## config.mk

```make
export PLATFORM = sky130hd
export DESIGN_NAME = emb_remu
export DESIGN_NICKNAME = d
export VERILOG_FILES = /design/src/rtl/emb_pkg.sv /design/src/rtl/emb_remu.sv
export SDC_FILE = /design/constraint.sdc
export NUM_CORES = 1
export LEC_CHECK = 0
export CAP_MARGIN = 20
export CORE_MARGIN = 1
export CORE_UTILIZATION = 40
export DETAILED_ROUTE_END_ITERATION = 10
export DONT_BUFFER_PORTS = 1
export HOLD_SLACK_MARGIN = 0.06
export PLACE_DENSITY = 0.63
export SYNTH_ARGS = -nofsm -noshare
export SYNTH_HDL_FRONTEND = slang
export SYNTH_SLANG_ARGS = --single-unit
```

## constraint.sdc

```tcl
create_clock -name clk -period 2.5 [get_ports clk]
set_input_delay 0.25 -clock clk [delete_from_list [all_inputs] [get_ports clk]]
set_output_delay 0.25 -clock clk [all_outputs]
set_load 0.1 [all_outputs]
```

## src/rtl/emb_pkg.sv

```systemverilog
// Shared types and constants for the embedding lookup and gradient engine.
package emb_pkg;

	typedef enum logic [1:0] {
		REQ_WRITE   = 2'd0,
		REQ_FORWARD = 2'd1,
		REQ_GRAD    = 2'd2,
		REQ_NONE    = 2'd3
	} req_t;

	typedef enum logic [2:0] {
		KIND_ACK     = 3'd0,
		KIND_EMBED   = 3'd1,
		KIND_GRAD    = 3'd2,
		KIND_RANGE   = 3'd3,
		KIND_NOCACHE = 3'd4
	} kind_t;

	localparam int POS_W    = 8;
	localparam int COUNT_W  = 9;
	localparam int VLEN_W   = 7;
	localparam int ROWS_W   = 11;
	localparam int ELEM_W   = 6;
	localparam int WORD_W   = 16;
	localparam int GRAD_W   = 24;
	localparam int EPOCH_W  = 8;
	localparam int DIV_STEPS = 8;

	localparam logic signed [GRAD_W-1:0] GRAD_MAX = 24'sh7FFFFF;
	localparam logic signed [GRAD_W-1:0] GRAD_MIN = 24'sh800000;

endpackage

```

## src/rtl/emb_remu.sv

```systemverilog
// Iterative restoring remainder unit: position modulo cached count, one bit per cycle.
module emb_remu
	import emb_pkg::*;
(
	input  logic               clk,
	input  logic               arst_n,
	input  logic               start,
	input  logic [POS_W-1:0]   dividend,
	input  logic [COUNT_W-1:0] divisor,
	output logic               done,
	output logic [POS_W-1:0]   rem
);

	logic [POS_W-1:0]   num_q;
	logic [COUNT_W-1:0] den_q;
	logic [COUNT_W-1:0] r_q;
	logic [2:0]         cnt_q;
	logic               busy_q;
	logic               done_q;
	logic [COUNT_W-1:0] trial;

	// The partial remainder stays below the divisor, so its low bits hold it.
	assign trial = {r_q[COUNT_W-2:0], num_q[POS_W-1]};
	assign done  = done_q;
	assign rem   = r_q[POS_W-1:0];

	always_ff @(posedge clk or negedge arst_n) begin
		if (!arst_n) begin
			busy_q <= 1'b0;
			done_q <= 1'b0;
			cnt_q  <= '0;
			r_q    <= '0;
			num_q  <= '0;
			den_q  <= '0;
		end else begin
			done_q <= 1'b0;
			if (start) begin
				busy_q <= 1'b1;
				cnt_q  <= '0;
				r_q    <= '0;
				num_q  <= dividend;
				den_q  <= divisor;
			end else if (busy_q) begin
				num_q <= {num_q[POS_W-2:0], 1'b0};
				if (trial >= den_q) begin
					r_q <= trial - den_q;
				end else begin
					r_q <= trial;
				end
				cnt_q <= cnt_q + 3'd1;
				if (cnt_q == 3'(DIV_STEPS - 1)) begin
					busy_q <= 1'b0;
					done_q <= 1'b1;
				end
			end
		end
	end

	a_div_nonzero: assert property (@(posedge clk) disable iff (!arst_n)
		start |-> divisor != '0) else $error("remainder started with zero divisor");
	a_rem_below: assert property (@(posedge clk) disable iff (!arst_n)
		done |-> {1'b0, rem} < den_q) else $error("remainder not below divisor");
	a_done_idle: assert property (@(posedge clk) disable iff (!arst_n)
		done |-> !busy_q) else $error("remainder done while still iterating");

endmodule

```

* Word-level counts from Yosys, hierarchy flattened
Index checks and enable logic that the tools add are counted.
** Word-level totals
- Bits in registers :: 30
- Input port bits :: 20
** Operators by class
- Eq/ne operators :: 1
- Reduce and logical (&&, ||, !) cells :: 1
- $add $sub $neg :: 2
- Mux-type cells :: 13
- $lt $le $gt $ge :: 1
** Operators by type and width (number)
- $mux W8 :: 5
- $ge A9 B9 Y1 :: 1
- $sub A8 B8 Y8 :: 1
- $mux W1 :: 6
- $mux W3 :: 2
- $add A3 B1 Y3 const B :: 1
- $eq A3 B3 Y1 const B :: 1
- $reduce_bool A2 Y1 :: 1

* Logic depth before layout (Yosys ltp)
Gate-level depths: netlist of run 1.
- Word-level depth :: 4
- Gate-level depth with buffers :: 8
- Mapped depth without buffers :: 8

* Worst setup path after synthesis of run 1
Ideal clock, no wire load.
- Kind :: register to register
- From :: reg r_q[4]
- To :: reg r_q[4]
- Buffers on the path :: 1
- Stages on the path, launching flop included :: 7
- Setup slack :: -0.236 ns
- Arrival time :: 2.637 ns
- Library setup time :: 0.099 ns
- Period minus slack after synthesis :: 2.736 ns
- Path through :: dfrtp_1 > ha_1 > buf_2 > nand4_2 > o311a_4 > or4_1 > a311oi_1
** On the way
- Longest elaborated chain between the ends :: 4
** Ends and longest elaborated chain
- start: declaration :: RTL line emb_remu.sv:16 : logic [COUNT_W-1:0] r_q;
- start signal: assignment :: RTL line emb_remu.sv:46 : r_q <= trial - den_q;
- start signal: assignment :: RTL line emb_remu.sv:48 : r_q <= trial;
- $ge A9 B9 Y1 :: RTL line emb_remu.sv:45 : if (trial >= den_q) begin
- $mux W8 :: RTL line emb_remu.sv:45
- $mux W8 :: RTL line emb_remu.sv:43 : end else if (busy_q) begin
- $mux W8 :: RTL line emb_remu.sv:37 : if (start) begin
No other way between the ends. The select of a mux whose other input is x is not followed.
A chain may end at the register's enable or synchronous reset.

* Worst setup path after layout of run 1
- From :: reg num_q[7]
- To :: reg r_q[6]
** On the way
- Longest elaborated chain between the ends :: 4
- Elaborated cells between the ends (all ways) :: 5
- Those cells by class :: add/sub (1); order compare (1); mux (3)
** Ends and longest elaborated chain
- start: declaration :: RTL line emb_remu.sv:14 : logic [POS_W-1:0] num_q;
- start signal: assignment :: RTL line emb_remu.sv:41 : num_q <= dividend;
- start signal: assignment :: RTL line emb_remu.sv:44 : num_q <= {num_q[POS_W-2:0], 1'b0};
- $sub A8 B8 Y8 or $ge A9 B9 Y1 (tied branches) :: RTL line emb_remu.sv:46, emb_remu.sv:45
- $mux W8 (*) :: RTL line emb_remu.sv:45
- $mux W8 (*) :: RTL line emb_remu.sv:43
- $mux W8 (*) :: RTL line emb_remu.sv:37
Every way passes the cells marked *; elsewhere a longest branch is shown, timed or not. The select of a mux whose other input is x is not followed.

==> results.sh, run 1 <==
export IMPL_outcome="finished, final reports clean"
export IMPL_crit_type="reg -> reg"
export IMPL_synth_top_area_cell="dfrtp_1"
export IMPL_ys_seq_area_share_pct=42.7
export IMPL_die_area_sq_um=4660
export IMPL_critPathCaptureType="flop"
export IMPL_cts_tree="built"
export IMPL_critPathArrivalTime_ps=2500
export IMPL_drt_initial_drc_count=125
export IMPL_synthArstFlopShare_pct=100
export IMPL_num_antenna_cells=0
export IMPL_worst_slew_pin_slew_ps=864
export IMPL_switchingPower_mw=0.807
export IMPL_rsz0062_at_grt="no"
export IMPL_yosys_warnings=0
export IMPL_swShare_pct=42.1
export IMPL_cts_max_level=2
export IMPL_antenna_left=0
export IMPL_slew_headroom_pct=42.5
export IMPL_whs_ps=71.9
export IMPL_cp_cell_sequence="inv_1 > ha_1 > fa_1 > nand2b_1 > a2111o_1 > o311ai_0 > nand3_1 > a311oi_2"
export IMPL_finalHoldViolations=0
export IMPL_synthTopCellsByArea="dfrtp_1, ha_1, o21ai_0"
export IMPL_internal_power_mw=1.11
export IMPL_synth_edf_count=0
export IMPL_start_util_pct=42.7
export IMPL_root_buffer="clkbuf_8"
export IMPL_finalCriticalPeriod_ps=2310
export IMPL_coreArea_sq_um=4120
export IMPL_grt_max_degree=37
export IMPL_r2r_slack_ps=190
export IMPL_ys_ff_latch=30
export IMPL_cp_depth=8
export IMPL_ys_flop_type="dfrtp_1"
export IMPL_vias=1435
export IMPL_drt_pass1_iterations=4
export IMPL_grt_usage_pct=20.2
export IMPL_cts_buffers=5
export IMPL_min_path_type="in -> reg"
export IMPL_routed_via_density=5.61
export IMPL_gp_congestion=0.783
export IMPL_die_h_um=68.3
export IMPL_die_width_um=68.3
export IMPL_clock_path_buffers=2
export IMPL_synthCells=191
export IMPL_io_buffers=0
export IMPL_max_freq_ghz=0.433
export IMPL_vdd_ir_drop_max_v=0.000422
export IMPL_synth_top_area_share_pct=42.7
export IMPL_ios=29
export IMPL_rr_worst_depth=8
export IMPL_path_delay_family="compound AO/OA/AOI/OAI gates"
export IMPL_grt_pass1_vias=1390
export IMPL_skew_ps=6.13
export IMPL_synth_area_per_cell_sq_um=9.20
export IMPL_synth_distinct_cells=38
export IMPL_globalRouteOverflowTotal=0
export IMPL_drt_total_wl_um=4200
export IMPL_rows=23
export IMPL_drv_cap=0
export IMPL_antenna_found_initial=0
export IMPL_worstPathRequired_ps=2690
export IMPL_cp_buffers_inverters=1
export IMPL_cp_slowest_cell="fa_1"
export IMPL_cts_sinks=30
export IMPL_setup_viol=0
export IMPL_synthToLayoutAreaGrowth_pct=16.4
export IMPL_comb_power_share_pct=44.2
export IMPL_p_leak_nw=1.01
export IMPL_grt_pass1_wl_um=6870
export IMPL_powerDensity_nw_per_um2=937
export IMPL_fin_util_pct=49.7
export IMPL_drcViolationCount=0
export IMPL_insertion_delay_ps=280
export IMPL_whs_path_depth=1
export IMPL_min_period_over_period_pct=92.3
export IMPL_power_frac_seq_pct=30.4
export IMPL_syn_area_sq_um=1760
export IMPL_nets=237
export IMPL_start_kind="flop"
export IMPL_cpPeakStageDelay_ps=390
export IMPL_clk_pin_slew_worst_paths_ps=70
export IMPL_drive_gt1_share_pct=15.0
export IMPL_hpwlAfterDp_um=3030
export IMPL_wire_per_inst_um=16.4
export IMPL_final_max_slew_violation_count=0
export IMPL_synth_fp_nets=223
export IMPL_power_frac_clock_pct=25.5
export IMPL_worstPathMaxFanout=4
cell usage in the layout (no fill, tap or decap), drive strengths merged, types with 3 or more instances in the layout:
cell type and n:
clkbuf 5, o311a 3, a21oi 8, nand2b 4
nor2 18, nand4 7, o21ai 27, inv 14
dfrtp 30, mux2i 9, dlygate4sd3 3, buf 13
nand3 3, a311oi 7, nand2 20, ha 11
cell families after synthesis:
family | synth area share (%)
xor gates and xnor gates | 0.997
and+or+nand+nor | 17.4
AOI/OAI and AO/OA | 19.1
DFF | 42.7
muxes | 5.77
adders and majority gates | 8.97
buffers and inverters | 4.98
final cells by class:
cell class	instances	area [sq um]
Tap cell	50	62.6
Fill cell	405	2070
Sequential cell	30	757
Clock inverter	3	40.0
Clock buffer	5	68.8
Timing Repair Buffer	16	140
Inverter	14	52.6
Multi-Input combinational cell	138	926
metrics by stage:
step                      setup TNS (ps)  cells  instance area, sq um  total power, mW  setup WS [ps]
final                                  0    256                  2050             1.92            192
after global routing                   0    256                  2050             2.04           8.15
after CTS                              0    255                  2030             1.92            171
after detailed placement               0    244                  1880             1.41            179
after global placement                 0    244                  1880             1.40            263
after floorplan                    -95.1    191                  1760             1.21          -95.1
layer usage:
| metal | vias to the layer above | wire, um | track usage, % |
|---|---|---|---|
| li1 | 712 | - | - |
| met1 | 692 | 2060 | 27.6 |
| met2 | 29 | 1900 | 31.3 |
| met3 | 2 | 206 | 6.33 |
| met4 | 0 | 23 | 3.91 |
| met5 | - | 0 | 0 |
path summary, 6_finish.rpt:
check / end / start
max in group asynchronous: r_q[2]$_DFFE_PN0P_ / arst_n
setup reg to reg: r_q[6]$_DFFE_PN0P_ / num_q[7]$_DFFE_PN0P_
setup / recovery: r_q[6]$_DFFE_PN0P_ / num_q[7]$_DFFE_PN0P_
hold / removal: num_q[7]$_DFFE_PN0P_ / start
hold reg to reg: den_q[4]$_DFFE_PN0P_ / den_q[4]$_DFFE_PN0P_
min in group asynchronous: den_q[5]$_DFFE_PN0P_ / arst_n
state kept, by name (all words and copies together), names as in the netlist:
register	flops
cnt_q	3
num_q	8
r_q	8
busy_q	1
den_q	9
done	1
power groups by stage:
stage | clock, mW | sequential (mW) | combinational (mW)
2_1_floorplan | 0 | 0.799 | 0.413
3_3_place_gp | 0 | 0.588 | 0.808
3_5_place_dp | 0 | 0.591 | 0.820
4_1_cts | 0.497 | 0.582 | 0.844
5_1_grt | 0.522 | 0.590 | 0.926
6_report | 0.488 | 0.582 | 0.848
cells in the mapped netlist (2+ instances only):
cell / n
o311a_1: 2
a311oi_1: 7
nand2_1: 20
nand4_1: 6
o21ai_0: 27
a21oi_1: 8
nand3_1: 3
nand2b_1: 4
ha_1: 11
nor3b_1: 2
nor2_1: 18
dfrtp_1: 30
inv_1: 14
clkbuf_1: 7
mux2i_1: 9
timing repair:
action                                  4_1_cts  5_1_grt
hold endpoints to repair                     39        1
hold buffers                                  3        1
endpoints found under the setup margin        0        1
setup buffers                                 0        0
resized for setup                             0        1
Power figures use the tool's default switching activity.
==> inputs of run 2 (changes only) <==
--- a/config.mk
+++ b/config.mk
@@ -5,13 +5,13 @@
 export SDC_FILE = /design/constraint.sdc
 export NUM_CORES = 1
 export LEC_CHECK = 0
+export BUFFER_PORTS_ARGS = -buffer_cell sky130_fd_sc_hd__clkbuf_2
 export CAP_MARGIN = 20
 export CORE_MARGIN = 1
 export CORE_UTILIZATION = 40
 export DETAILED_ROUTE_END_ITERATION = 10
-export DONT_BUFFER_PORTS = 1
 export HOLD_SLACK_MARGIN = 0.06
-export PLACE_DENSITY = 0.63
+export PLACE_DENSITY = 0.69
 export SYNTH_ARGS = -nofsm -noshare
 export SYNTH_HDL_FRONTEND = slang
 export SYNTH_SLANG_ARGS = --single-unit
==> results.sh, run 2 (synthesized netlist as in run 1, its figures left out) <==
export IMPL_finalHoldViolations=0
export IMPL_cts_tree="built"
export IMPL_drcViolationCount=0
export IMPL_total_power_mw=1.76
export IMPL_drt_initial_drc_count=55
export IMPL_dp_cells=264
export IMPL_min_period_over_period_pct=94.8
export IMPL_largest_reg_flops=9
export IMPL_cts_max_level=2
export IMPL_powerDensity_nw_per_um2=859
export IMPL_clk_pin_slew_worst_paths_ps=60
export IMPL_synthToLayoutAreaGrowth_pct=16.9
export IMPL_ios=29
export IMPL_io_buffers=28
export IMPL_final_max_slew_violation_count=0
export IMPL_whs_path_depth=3
export IMPL_fin_util_pct=49.9
export IMPL_grt_pass1_wl_um=6070
export IMPL_hpwlAfterDp_um=2590
export IMPL_skew_ps=3.65
export IMPL_routed_via_density=5.39
export IMPL_critPathCaptureType="flop"
export IMPL_rsz0062_at_grt="no"
export IMPL_critPathArrivalTime_ps=2540
export IMPL_min_path_type="in -> reg"
export IMPL_fillers=398
export IMPL_worstPathMaxFanout=9
export IMPL_die_h_um=68.3
export IMPL_fin_cells=273
export IMPL_grt_pass1_vias=1376
export IMPL_antenna_left=0
export IMPL_grt_max_degree=45
export IMPL_start_util_pct=42.7
export IMPL_gp_congestion=0.868
export IMPL_drive_gt1_share_pct=21.5
export IMPL_root_buffer="clkbuf_8"
export IMPL_vias=1471
export IMPL_coreArea_sq_um=4120
export IMPL_outcome="finished, final reports clean"
export IMPL_rows=23
export IMPL_drt_total_wl_um=3600
export IMPL_wire_per_inst_um=13.2
export IMPL_finalCriticalPeriod_ps=2370
export IMPL_p_leak_nw=1.05
export IMPL_pre_cts_slack_ps=134
export IMPL_slew_headroom_pct=48.2
export IMPL_nets=254
export IMPL_reg_largest_list="den_q: 9 flops, num_q: 8 flops, r_q: 8 flops"
export IMPL_worstPathRequired_ps=2670
export IMPL_post_cts_buffers=0
export IMPL_max_freq_ghz=0.422
export IMPL_drv_cap=0
export IMPL_num_antenna_cells=0
export IMPL_antenna_found_initial=0
export IMPL_mostFrequentLayoutCell="clkbuf_2"
export IMPL_cts_buffers=5
export IMPL_final_cell_area_sq_um=2050
export IMPL_worst_slew_pin_slew_ps=777
export IMPL_cts_sinks=30
export IMPL_die_area_sq_um=4660
export IMPL_whs_ps=170
export IMPL_grt_usage_pct=17.8
export IMPL_globalRouteOverflowTotal=0
export IMPL_vdd_ir_drop_max_v=0.000348
export IMPL_final_cell_mix="clkbuf_2, o21ai_0, dfrtp_1"
export IMPL_die_width_um=68.3
export IMPL_setup_viol=0
export IMPL_setup_ws_ps=130
export IMPL_crit_type="reg -> reg"
export IMPL_clock_path_buffers=2
export IMPL_top_register="den_q"
export IMPL_drt_pass1_iterations=4
export IMPL_tns_ps=0
export IMPL_insertion_delay_ps=280
export IMPL_rr_worst_depth=5
export IMPL_post_dp_cell_area_sq_um=1960
export IMPL_start_kind="flop"
run 2: changes by cell type in the layout (fill, tap and decap cells not counted):
cell           delta
buf_12            -1
buf_4             -8
a311oi_2          -1
clkbuf_2         +28
dlygate4sd3_1     -2
clkbuf_1          +1
bufinv_16         -1
a311oi_1          +1
run 2: per-layer routing:
layer	vias up	track usage [%]	wire, um
li1	752	-	-
met1	681	23.8	1810
met2	31	27.5	1550
met3	7	3.50	171
met4	0	7.81	70
met5	-	0	0
run 2: path summary, 6_finish.rpt:
path / start / endpoint / slack, ps
max in group asynchronous: arst_n / r_q[0]$_DFFE_PN0P_ / 1430
max: r_q[4]$_DFFE_PN0P_ / r_q[4]$_DFFE_PN0P_ / 130
min in group asynchronous: arst_n / den_q[4]$_DFFE_PN0P_ / 550
min reg2reg: den_q[2]$_DFFE_PN0P_ / den_q[2]$_DFFE_PN0P_ / 530
max reg2reg: r_q[4]$_DFFE_PN0P_ / r_q[4]$_DFFE_PN0P_ / 130
min: divisor[2] / den_q[2]$_DFFE_PN0P_ / 170
run 2: layout make-up:
type | instances | area [sq um] | area share (%)
clock buffer | 6 | 72.6 | 3.53
clock inverter | 2 | 10.0 | 0.487
inverter | 14 | 52.6 | 2.56
multi-input combinational | 138 | 920 | 44.8
sequential | 30 | 757 | 36.8
tap | 50 | 62.6 | 3.05
timing repair buffer | 33 | 180 | 8.77
run 2: report_power, final:
part           total, mW  internal [mW]  switching, mW
combinational      0.802          0.251          0.552
clock              0.369          0.192          0.177
sequential         0.593          0.547         0.0464
run 2: critical path, cell delays in order (launching register included):
cell      delay, ps
dfrtp_2         430
ha_1            450
nand4_2         170
o311a_4         420
or4_1           520
a311oi_1        270
run 2: repair_timing:
item	4_1_cts	5_1_grt
hold buffers	1	0
endpoints found under the hold margin	18	0
gates resized for setup	0	0
